==> src/rtl/core/teai_pkg.sv <==
// shared types, widths and helper functions for the triangle edge axis intercept block
package teai_pkg;

  localparam int COORD_BITS = 32;
  localparam int FRAC_BITS  = 16;

  // coordinate difference, divider and product widths
  localparam int DW  = COORD_BITS + 1;
  localparam int QW  = DW + FRAC_BITS;
  localparam int QLO = QW / 2;
  localparam int QHI = QW - QLO;
  localparam int PRW = DW + QW;
  localparam int MW  = PRW - FRAC_BITS;
  localparam int PW  = COORD_BITS + 2;
  localparam int SW  = COORD_BITS + 4;

  // lane pipeline stages: input register, one divider stage per quotient bit, three math stages
  localparam int LANE_LAT = QW + 4;

  typedef logic signed [COORD_BITS-1:0] coord_t;
  typedef logic [2:0][COORD_BITS-1:0] vec_t;

  typedef struct packed {
    coord_t a_x;
    coord_t a_y;
    coord_t a_z;
    coord_t b_x;
    coord_t b_y;
    coord_t b_z;
    coord_t c_x;
    coord_t c_y;
    coord_t c_z;
  } pt_t;

  typedef struct packed {
    coord_t xcut_dx;
    coord_t xcut_dy;
    coord_t xcut_dz;
    coord_t ycut_dx;
    coord_t ycut_dy;
    coord_t ycut_dz;
    coord_t zcut_dx;
    coord_t zcut_dy;
    coord_t zcut_dz;
    logic   missing_slope;
  } cut_t;

  // per-lane data that rides alongside the quotient
  typedef struct packed {
    logic                       interp;
    logic [2:0]                 dneg;
    logic [2:0][DW-1:0]         cp;
    logic [2:0][DW-1:0]         dm;
  } side_t;

  // magnitude of a signed difference
  function automatic logic [DW-1:0] mag(input logic signed [DW-1:0] v);
    logic signed [DW-1:0] n;
    n = -v;
    return v[DW-1] ? DW'(n) : DW'(v);
  endfunction

  // saturate a wide signed value to the coordinate range
  function automatic logic [COORD_BITS-1:0] clampc(input logic signed [SW-1:0] v);
    logic signed [SW-1:0] hi;
    logic signed [SW-1:0] lo;
    hi = (SW'(1) << (COORD_BITS - 1)) - SW'(1);
    lo = -(SW'(1) << (COORD_BITS - 1));
    if (v > hi) begin
      return hi[COORD_BITS-1:0];
    end else if (v < lo) begin
      return lo[COORD_BITS-1:0];
    end
    return v[COORD_BITS-1:0];
  endfunction

endpackage

==> src/rtl/core/teai_merge.sv <==
// merges the three lane vectors into the result transaction and flags zero vectors
module teai_merge import teai_pkg::*; (
  input  logic clk,
  input  logic en,
  input  vec_t xv,
  input  vec_t yv,
  input  vec_t zv,
  output cut_t cut
);

  logic missing;

  // any all-zero vector raises the flag
  assign missing = (xv == '0) || (yv == '0) || (zv == '0);

  // output register
  always_ff @(posedge clk) begin
    if (en) begin
      cut.xcut_dx       <= xv[0];
      cut.xcut_dy       <= xv[1];
      cut.xcut_dz       <= xv[2];
      cut.ycut_dx       <= yv[0];
      cut.ycut_dy       <= yv[1];
      cut.ycut_dz       <= yv[2];
      cut.zcut_dx       <= zv[0];
      cut.zcut_dy       <= zv[1];
      cut.zcut_dz       <= zv[2];
      cut.missing_slope <= missing;
    end
  end

endmodule

==> config.mk <==
export PLATFORM = sky130hd
export DESIGN_NAME = teai_merge
export DESIGN_NICKNAME = d
export VERILOG_FILES = /design/src/rtl/core/teai_pkg.sv /design/src/rtl/core/teai_merge.sv
export SDC_FILE = /design/constraint.sdc
export NUM_CORES = 1
export LEC_CHECK = 0
export ABC_AREA = 1
export BUFFER_PORTS_ARGS = -buffer_cell sky130_fd_sc_hd__buf_2
export CORE_AREA = 5 5 224 226
export CTS_CLUSTER_SIZE = 20
export DETAILED_ROUTE_END_ITERATION = 16
export DIE_AREA = 0 0 229 231
export GPL_TIMING_DRIVEN = 0
export PLACE_DENSITY = 0.45
export SYNTH_ARGS = -nofsm -noshare
export SYNTH_HDL_FRONTEND = slang
export SYNTH_SLANG_ARGS = --single-unit
export TNS_END_PERCENT = 20
==> constraint.sdc <==
create_clock -name clk -period 1.3 [get_ports clk]
set_input_delay 0.065 -clock clk [delete_from_list [all_inputs] [get_ports clk]]
set_output_delay 0.065 -clock clk [all_outputs]
set_load 0.03 [all_outputs]
==> results of run 1 <==
## power by group through the flow
stage	clock, mW	sequential, mW	combinational, mW
final	9.29	11.3	3.98
after CTS	9.70	11.3	4.01
after floorplan	0	13.0	0.126
after detailed placement	0	11.5	3.31
after global routing	10.0	11.3	4.21
after global placement	0	11.5	3.29
## cell usage after synthesis, drive strengths merged
library cell	number
nand2	90
edfxtp	289
nand3	4
nor2	189
## routing by layer
layer | routed length [um] | GRT usage [%]
met5 | 0 | 0
met3 | 4000 | 6.33
met1 | 14100 | 14.8
met4 | 964 | 3.89
met2 | 19300 | 25.0
## worst max path at each step
stage | from | slack, ns | end
final | cut[41]$_DFFE_PP_ | 0.07 | cut[41]
after global routing | cut[41]$_DFFE_PP_ | 0.001 | cut[41]
after CTS | yv[71] | 0.0005 | cut[0]$_DFFE_PP_
after detailed placement | zv[17] | -0.20 | cut[0]$_DFFE_PP_
after global placement | en | -4.10 | cut[279]$_DFFE_PP_
after floorplan | yv[63] | 0.60 | cut[0]$_DFFE_PP_
## cell type report
class / instances / share of cell area (%)
clock buffer: 47 / 5.52
sequential: 289 / 49.7
tap: 622 / 4.46
antenna: 2 / 0.0287
timing repair buffer: 868 / 33.5
multi-input combinational: 283 / 6.21
clock inverter: 12 / 0.602
## through the flow
step                setup TNS, ns  hold WS [ns]  instances
finish                          0       -0.0246       2123
global route                    0       -0.0512       2123
CTS                             0       -0.0678       2121
detailed placement         -23.43         0.257       1774
global placement         -1172.74         0.257       1772
floorplan                       0         0.164        572
## cells by family after synthesis
kind of cell / Yosys count / synth area share (%)
flops: 289 / 89.0
simple gates: 283 / 11.0
## repair_timing
action / CTS / global route
endpoints found under the hold margin: 336 / 48
gates resized for setup: 3 / 4
cloned: 0 / 0
setup endpoints to repair: 3 / 1
pin swaps: 0 / 0
==> flow_metrics.env, run 1 <==
export IMPL_status="finished, violations left"
export IMPL_violations="negative hold slack"
export IMPL_largest_reg_flops=289
export IMPL_synth_seq_cells=289
export IMPL_cp_cell_sequence="buf_2"
export IMPL_route_detailed_drc=0
export IMPL_netlist_cell_type_count=5
export IMPL_dieArea_mm2=0.0529
export IMPL_reg_largest_list="cut: 289 flops"
export IMPL_p_sw_mw=6.46
export IMPL_hold_buffers=288
export IMPL_crit_path_max_fanout=1
export IMPL_ff_latch_area_mm2=0.00868
export IMPL_grt_overflow=0
export IMPL_cts_setup_buffers=0
export IMPL_rows=81
export IMPL_p_seq_share_pct=45.9
export IMPL_syn_avg_cell_area_um2=17.0
export IMPL_nets=1766
export IMPL_start_util_pct=20.2
export IMPL_core_area_mm2=0.0481
export IMPL_multi_input_area_mm2=0.00108
export IMPL_max_slew_worst_pin_slew_ns=0.746
export IMPL_post_route_period_util_pct=94.8
export IMPL_synth_cells=572
export IMPL_area_growth_pct=79.1
export IMPL_drive_above_1_share_pct=42.0
export IMPL_internal_power_mw=18.1
export IMPL_route_antenna_remaining_nets=0
export IMPL_track_usage_pct=13.9
export IMPL_p_total_mw=24.5
export IMPL_clkTransAtPathRegs_ns=0.06
export IMPL_first_pass_iters=4
export IMPL_critical_path_max_stage_delay_ns=0.34
export IMPL_finalCoreUtilization_pct=36.3
export IMPL_grt_first_pass_wirelength_um=56200
export IMPL_place_area_mm2=0.0135
export IMPL_synth_top_cell_by_area="edfxtp_1"
export IMPL_min_period_ns=1.23
export IMPL_fillers=4688
export IMPL_synth_area_top_cells="edfxtp_1 89%, nor2_1 7.2%, nand2_1 3.5%"
export IMPL_yosysSeqAreaShare_pct=89.0
export IMPL_power_switching_share_pct=26.3
export IMPL_cts_made_buffers=34
export IMPL_yosysWarnings=0
export IMPL_path_class="register to output port"
export IMPL_die_x_um=229
export IMPL_timing_final_ws_setup_ns=0.0676
export IMPL_hold_ws_ns=-0.0246
export IMPL_h_tree_depth=2
export IMPL_hold_depth=1
export IMPL_finalSetupViolCount=0
export IMPL_cts_tree="yes"
export IMPL_ctsRootBufferMaster="clkbuf_16"
export IMPL_preCtsSetupSlack_ns=-0.195
export IMPL_dp_hpwl_um=28700
export IMPL_hold_viol_final=48
export IMPL_cap_violations=0
export IMPL_clock_sinks=289
export IMPL_ios=579
export IMPL_cts_buffer_depth=3
export IMPL_worstSetupStartpointType="register"
export IMPL_required_ns=1.24
export IMPL_first_iter_violations=326
export IMPL_top_register="cut"
export IMPL_slew_violations=0
export IMPL_min_delay_path_class="input pin to register"
export IMPL_viasPerCell=3.87
export IMPL_powerDensity_mw_per_mm2=1410
export IMPL_die_h_um=231
export IMPL_p_leak_nw=7.22
export IMPL_worstHoldStart="en"
export IMPL_antenna_found_initial=4
export IMPL_rsz0062_at_grt="false"
export IMPL_final_common_cell="buf_2"
export IMPL_grt_pass1_vias=9097
export IMPL_wl_per_cell_um=18.1
export IMPL_critPathSlowestCell="edfxtp_1"
export IMPL_crit_cells=1
export IMPL_crit_path_end_kind="output port"
export IMPL_max_slew_margin_pct=50.3
export IMPL_worstPathBufferInverterCount=1
export IMPL_num_vias=8210
export IMPL_final_cell_mix="574 x buf_2, 289 x edfxtp_1, 288 x dlygate4sd3_1"
export IMPL_p_comb_share_pct=16.2
export IMPL_grt_max_degree=123
export IMPL_place_congestion=0.802
export IMPL_crit_family="flip-flops"
export IMPL_syn_num_nets=862
export IMPL_synth_area_mm2=0.00975
export IMPL_max_freq_mhz=811
export IMPL_synth_top_area_share_pct=89.0
export IMPL_p_clk_share_pct=37.9
export IMPL_min_to="cut[117]$_DFFE_PP_"
export IMPL_peakVddDrop_mv=1.01
export IMPL_wirelength_um=38400
export IMPL_cp_arrival_ns=1.17
export IMPL_port_buffers=578
export IMPL_stdcell_area_mm2=0.0175
Note: power is estimated with default switching activity, not from simulation.
==> run 2: changes to the inputs <==
--- a/config.mk
+++ b/config.mk
@@ -5,14 +5,15 @@
 export SDC_FILE = /design/constraint.sdc
 export NUM_CORES = 1
 export LEC_CHECK = 0
-export ABC_AREA = 1
 export BUFFER_PORTS_ARGS = -buffer_cell sky130_fd_sc_hd__buf_2
-export CORE_AREA = 5 5 224 226
+export CELL_PAD_IN_SITES_DETAIL_PLACEMENT = 0
+export CELL_PAD_IN_SITES_GLOBAL_PLACEMENT = 1
+export CORE_AREA = 5 5 222 224
 export CTS_CLUSTER_SIZE = 20
 export DETAILED_ROUTE_END_ITERATION = 16
-export DIE_AREA = 0 0 229 231
+export DIE_AREA = 0 0 227 229
 export GPL_TIMING_DRIVEN = 0
-export PLACE_DENSITY = 0.45
+export PLACE_DENSITY = 0.53
 export SYNTH_ARGS = -nofsm -noshare
 export SYNTH_HDL_FRONTEND = slang
 export SYNTH_SLANG_ARGS = --single-unit
==> run 2 against run 1 <==
Against the previous run: sequential share of layout area is 0.43 points higher; final cell count is 8.9% lower; die area is 1.7% lower; largest power group unchanged; hold slack worse by 0.010 ns; final area is 0.87% lower; global-route usage is 1.1 points lower; area after synthesis is 4.7% lower; the flow still finishes with violations (negative hold slack); clock-buffer cell count is 3 lower; via count is 7.9% lower.
==> flow_metrics.env, run 2 <==
export IMPL_status="finished, violations left"
export IMPL_violations="negative hold slack"
export IMPL_synth_flop_cell="edfxtp_1"
export IMPL_track_usage_pct=12.8
export IMPL_max_freq_mhz=770
export IMPL_max_slew_margin_pct=50.4
export IMPL_tns_ns=0
export IMPL_wl_per_cell_um=18.4
export IMPL_finalSetupViolCount=0
export IMPL_crit_path_end_kind="register"
export IMPL_critPathLaunch="zv[26]"
export IMPL_core_area_mm2=0.0471
export IMPL_clkTransAtPathRegs_ns=0.06
export IMPL_max_slew_worst_pin_slew_ns=0.743
export IMPL_ctsRootBufferMaster="clkbuf_16"
export IMPL_synth_area_mm2=0.00929
export IMPL_cts_tree="yes"
export IMPL_powerDensity_mw_per_mm2=1380
export IMPL_grt_pass1_vias=8157
export IMPL_num_vias=7561
export IMPL_dieArea_mm2=0.0520
export IMPL_place_area_mm2=0.0131
export IMPL_yosysSeqAreaShare_pct=93.4
export IMPL_cp_arrival_ns=1.68
export IMPL_first_iter_violations=334
export IMPL_required_ns=1.68
export IMPL_viasPerCell=3.91
export IMPL_peakVddDrop_mv=1.09
export IMPL_rows=80
export IMPL_h_tree_depth=2
export IMPL_antenna_found_initial=8
export IMPL_dp_hpwl_um=26700
export IMPL_wirelength_um=35600
export IMPL_min_delay_path_class="input pin to register"
export IMPL_cts_made_buffers=35
export IMPL_crit_path_max_fanout=2
export IMPL_hold_ws_ns=-0.0350
export IMPL_final_common_cell="buf_2"
export IMPL_cap_violations=0
export IMPL_path_class="input pin to register"
export IMPL_worstSetupStartpointType="input pin"
export IMPL_die_h_um=229
export IMPL_final_cell_mix="571 x buf_2, 289 x edfxtp_1, 288 x dlygate4sd3_1"
export IMPL_clock_sinks=289
export IMPL_first_pass_iters=4
export IMPL_grt_first_pass_wirelength_um=50000
export IMPL_synth_seq_cells=289
export IMPL_endpoint="cut[0]$_DFFE_PP_"
export IMPL_place_congestion=0.810
export IMPL_ios=579
export IMPL_syn_num_nets=676
export IMPL_cts_buffer_depth=3
export IMPL_top_register="cut"
export IMPL_largest_reg_flops=289
export IMPL_yosysWarnings=0
export IMPL_p_leak_nw=6.95
export IMPL_synthTopCellsByCount="289 x edfxtp_1, 71 x nor4_1, 18 x nand4_1"
export IMPL_route_antenna_remaining_nets=0
export IMPL_area_growth_pct=86.3
export IMPL_synth_top_cell_by_area="edfxtp_1"
export IMPL_timing_final_ws_setup_ns=0.00121
export IMPL_p_total_mw=24.0
export IMPL_synth_cells=386
export IMPL_preCtsSetupSlack_ns=-1.33
export IMPL_hold_viol_final=43
export IMPL_grt_max_degree=124
export IMPL_port_buffers=578
export IMPL_synth_most_common_cell="edfxtp_1"
export IMPL_slew_violations=0
export IMPL_reg_largest_list="cut: 289 flops"
export IMPL_die_x_um=227
export IMPL_start_util_pct=19.7
export IMPL_route_detailed_drc=0
export IMPL_rsz0062_at_grt="true"
export IMPL_syn_avg_cell_area_um2=24.1
export IMPL_async_reset_ff_share_pct=0
export IMPL_netlist_cell_type_count=7
export IMPL_synth_area_top_cells="edfxtp_1 93%, nor4_1 4.8%, nand4_1 1.2%"
export IMPL_drive_above_1_share_pct=50.2
export IMPL_post_route_period_util_pct=99.9
export IMPL_min_period_ns=1.30
export IMPL_synth_top_area_share_pct=93.4
export IMPL_nets=1581
export IMPL_synth_edff_count=289
export IMPL_grt_overflow=0
export IMPL_stdcell_area_mm2=0.0173
[run 2: cell types whose count changed in the layout (fill, tap and decap cells not counted), moves of 8 or more]
cell	change
nor4_4	+12
nor2_1	-186
nor4_1	+40
nand4_1	+18
nand2_1	-90
nor4_2	+20
clkinv_1	+8
[run 2: cell type report]
| cell class | instances | area [um^2] |
|---|---|---|
| clock buffer | 44 | 952 |
| tap | 615 | 769 |
| multi-input combinational | 97 | 951 |
| sequential | 289 | 8680 |
| clock inverter | 16 | 71.3 |
| fill | 4538 | 29800 |
| timing repair buffer | 868 | 5870 |
| antenna | 6 | 15.0 |
[run 2: worst min-delay path by stage]
| stage | from | to | slack, ns | cells after the start |
|---|---|---|---|---|
| floorplan | yv[67] | cut[100]$_DFFE_PP_ | 0.16 | 0 |
| global placement | zv[41] | cut[42]$_DFFE_PP_ | 0.26 | 1 |
| detailed placement | zv[25] | cut[90]$_DFFE_PP_ | 0.26 | 1 |
| CTS | zv[18] | cut[83]$_DFFE_PP_ | -0.31 | 1 |
| global route | en | cut[144]$_DFFE_PP_ | -0.06 | 1 |
| finish | en | cut[152]$_DFFE_PP_ | -0.04 | 1 |
[run 2: per-layer routing]
metal	part of all wire (%)	track usage [%]	vias to the layer above
li1	-	-	3517
met2	51	23.0	344
met3	9.8	5.01	62
met5	0.12	0	-
met1	36	13.7	3632
met4	2.7	4.22	6
[run 2: metrics by stage]
stage	utilization (%)	std cells
final	36.7	1935
after global routing	36.7	1932
after CTS	36.4	1928
after detailed placement	27.7	1581
after global placement	27.6	1579
after floorplan	-	386
[run 2: timing repair]
action	in CTS	in global routing
hold buffers	287	1
pin swaps	10	7
resized for setup	30	20
hold endpoints to repair	331	44
buffers inserted	0	0
endpoints found under the setup margin	1	1
cloned	0	0
[run 2: power breakdown]
group / internal [mW] / switching [mW] / total (mW)
clock: 5.15 / 3.66 / 8.82
sequential: 11.1 / 0.166 / 11.2
combinational: 1.42 / 2.48 / 3.90
total: 17.7 / 6.31 / 24.0
[run 2: cells by family after synthesis]
logic type       share of synthesized area (%)
DFF                                       93.4
and+or+nand+nor                           6.60
[run 2: critical path: stages]
cell     delay [ns]
buf_4          0.12
nor4_4         0.27
nand4_1        0.18
or4_4          0.61
nor3_4         0.25
or3_4          0.18
==> run 3: changes to the inputs <==
--- a/config.mk
+++ b/config.mk
@@ -13,7 +13,7 @@
 export DETAILED_ROUTE_END_ITERATION = 16
 export DIE_AREA = 0 0 227 229
 export GPL_TIMING_DRIVEN = 0
-export PLACE_DENSITY = 0.53
+export PLACE_DENSITY_LB_ADDON = 0.1
 export SYNTH_ARGS = -nofsm -noshare
 export SYNTH_HDL_FRONTEND = slang
 export SYNTH_SLANG_ARGS = --single-unit
==> run 3 against run 2 <==
Against the previous run: the flow finishes with violations (negative setup slack); final cell count is 0.26% higher; maximum frequency decreased by 0.96%; wire length up 8.0%; clock-buffer cell count increased by 4.
==> flow_metrics.env, run 3 (synthesized netlist as in run 2, its figures left out) <==
export IMPL_cts_buffer_depth=3
export IMPL_min_delay_path_class="input pin to register"
export IMPL_first_iter_violations=301
export IMPL_antenna_found_initial=13
export IMPL_area_growth_pct=85.9
export IMPL_grt_first_pass_wirelength_um=53300
export IMPL_cp_cell_sequence="dlygate4sd3_1, buf_2, nor4_1, nand4_1, nor3_2, or3_1"
export IMPL_wl_per_cell_um=19.8
export IMPL_status="finished, violations left"
export IMPL_wirelength_um=38500
export IMPL_p_leak_nw=6.97
export IMPL_max_freq_mhz=763
export IMPL_start_util_pct=19.7
export IMPL_port_buffers=578
export IMPL_peakVddDrop_mv=0.936
export IMPL_slew_violations=0
export IMPL_largest_reg_flops=289
export IMPL_hold_ws_ns=0.00319
export IMPL_path_class="input pin to register"
export IMPL_viasPerCell=3.90
export IMPL_required_ns=1.70
export IMPL_final_common_cell="buf_2"
export IMPL_fillers=4609
export IMPL_numPlacedInstances=1581
export IMPL_tns_ns=-0.0114
export IMPL_cts_setup_buffers=0
export IMPL_crit_family="simple AND/OR/NAND/NOR gates"
export IMPL_route_detailed_drc=0
export IMPL_core_area_mm2=0.0471
export IMPL_drive_above_1_share_pct=49.7
export IMPL_rsz0062_at_grt="true"
export IMPL_cap_violations=0
export IMPL_num_vias=7565
export IMPL_worstSetupStartpointType="input pin"
export IMPL_dp_hpwl_um=29300
export IMPL_timing_final_ws_setup_ns=-0.0114
export IMPL_final_cells=1940
export IMPL_power_switching_share_pct=26.5
export IMPL_critical_path_max_stage_delay_ns=0.54
export IMPL_max_slew_worst_pin_slew_ns=0.688
export IMPL_crit_path_end_kind="register"
export IMPL_grt_pass1_vias=8210
export IMPL_p_clk_share_pct=38.5
export IMPL_first_pass_iters=4
export IMPL_track_usage_pct=13.9
export IMPL_met2_usage_pct=26.3
export IMPL_ios=579
export IMPL_p_total_mw=24.7
export IMPL_stdcell_area_mm2=0.0173
export IMPL_cts_made_buffers=36
export IMPL_finalSetupViolCount=1
export IMPL_reg_largest_list="cut: 289 flops"
export IMPL_violations="negative setup slack"
export IMPL_grt_use_met3_pct=5.42
export IMPL_use_met1_pct=13.7
export IMPL_p_sw_mw=6.54
export IMPL_crit_path_max_fanout=2
export IMPL_p_comb_share_pct=16.0
export IMPL_p_seq_share_pct=45.5
export IMPL_powerDensity_mw_per_mm2=1430
export IMPL_h_tree_depth=2
export IMPL_cp_arrival_ns=1.71
export IMPL_worstPathBufferInverterCount=2
export IMPL_grt_max_degree=117
export IMPL_clkTransAtPathRegs_ns=0.06
export IMPL_grt_overflow=0
export IMPL_cts_tree="yes"
export IMPL_place_congestion=0.766
export IMPL_hold_viol_final=0
export IMPL_dieArea_mm2=0.0520
export IMPL_die_h_um=229
export IMPL_die_x_um=227
export IMPL_final_cell_mix="572 x buf_2, 289 x edfxtp_1, 289 x dlygate4sd3_1"
export IMPL_internal_power_mw=18.1
export IMPL_min_period_ns=1.31
export IMPL_route_antenna_remaining_nets=0
export IMPL_ctsRootBufferMaster="clkbuf_16"
export IMPL_rows=80
export IMPL_max_slew_margin_pct=54.1
export IMPL_nets=1583
export IMPL_top_register="cut"
export IMPL_clock_sinks=289
export IMPL_critPathSlowestCell="dlygate4sd3_1"
export IMPL_top_usage_layer="met2"
export IMPL_place_area_mm2=0.0131
export IMPL_post_route_period_util_pct=101
-- run 3: cell types whose count changed in the layout (fill, tap and decap cells not counted), sizes merged --
cell / delta
bufinv: +2
clkbuf: +4
clkinv: -5
clkinvlp: +1
diode: +1
dlygate4sd3: +1
inv: +1
-- run 3: power by group through the flow --
stage | clock network [mW] | registers, mW | logic, mW
6_report | 9.50 | 11.2 | 3.94
5_1_grt | 10.3 | 11.3 | 4.14
4_1_cts | 9.94 | 11.2 | 3.94
3_5_place_dp | 0 | 11.4 | 3.26
3_3_place_gp | 0 | 11.5 | 3.27
2_1_floorplan | 0 | 13.0 | 0.0445
-- run 3: what timing repair did --
item / in CTS / in global routing
hold buffers: 288 / 1
resized for setup: 6 / 27
pin swaps: 1 / 9
gates cloned: 0 / 0
endpoints found under the setup margin: 1 / 1
hold endpoints to repair: 350 / 4
-- run 3: cell type report --
type	count	area, um^2	share of cell area, %
tap	615	769	4.45
antenna	7	17.5	0.101
sequential	289	8680	50.2
clock inverter	15	134	0.775
timing repair buffer	869	5890	34.1
clock buffer	48	967	5.60
multi-input combinational	97	821	4.75
-- run 3: path summary, 6_finish.rpt --
check / from / to / slack (ns) / depth (start not counted)
setup / recovery: xv[14] / cut[0]$_DFFE_PP_ / -0.01 / 6
hold / removal: en / cut[253]$_DFFE_PP_ / 0.003 / 1
-- run 3: routing by layer --
layer | wire [um] | up-vias
li1 | - | 3518
met1 | 12600 | 3647
met2 | 20900 | 322
met3 | 3790 | 66
met4 | 1050 | 12
met5 | 82 | -
-- run 3: per-stage QoR --
| step | worst slack, ns | util [%] |
|---|---|---|
| global route | -0.0443 | 36.6 |
| global placement | -4.38 | 27.6 |
| CTS | 0.00248 | 36.3 |
| floorplan | 0.0342 | - |
| finish | -0.0114 | 36.6 |
| detailed placement | -0.882 | 27.7 |
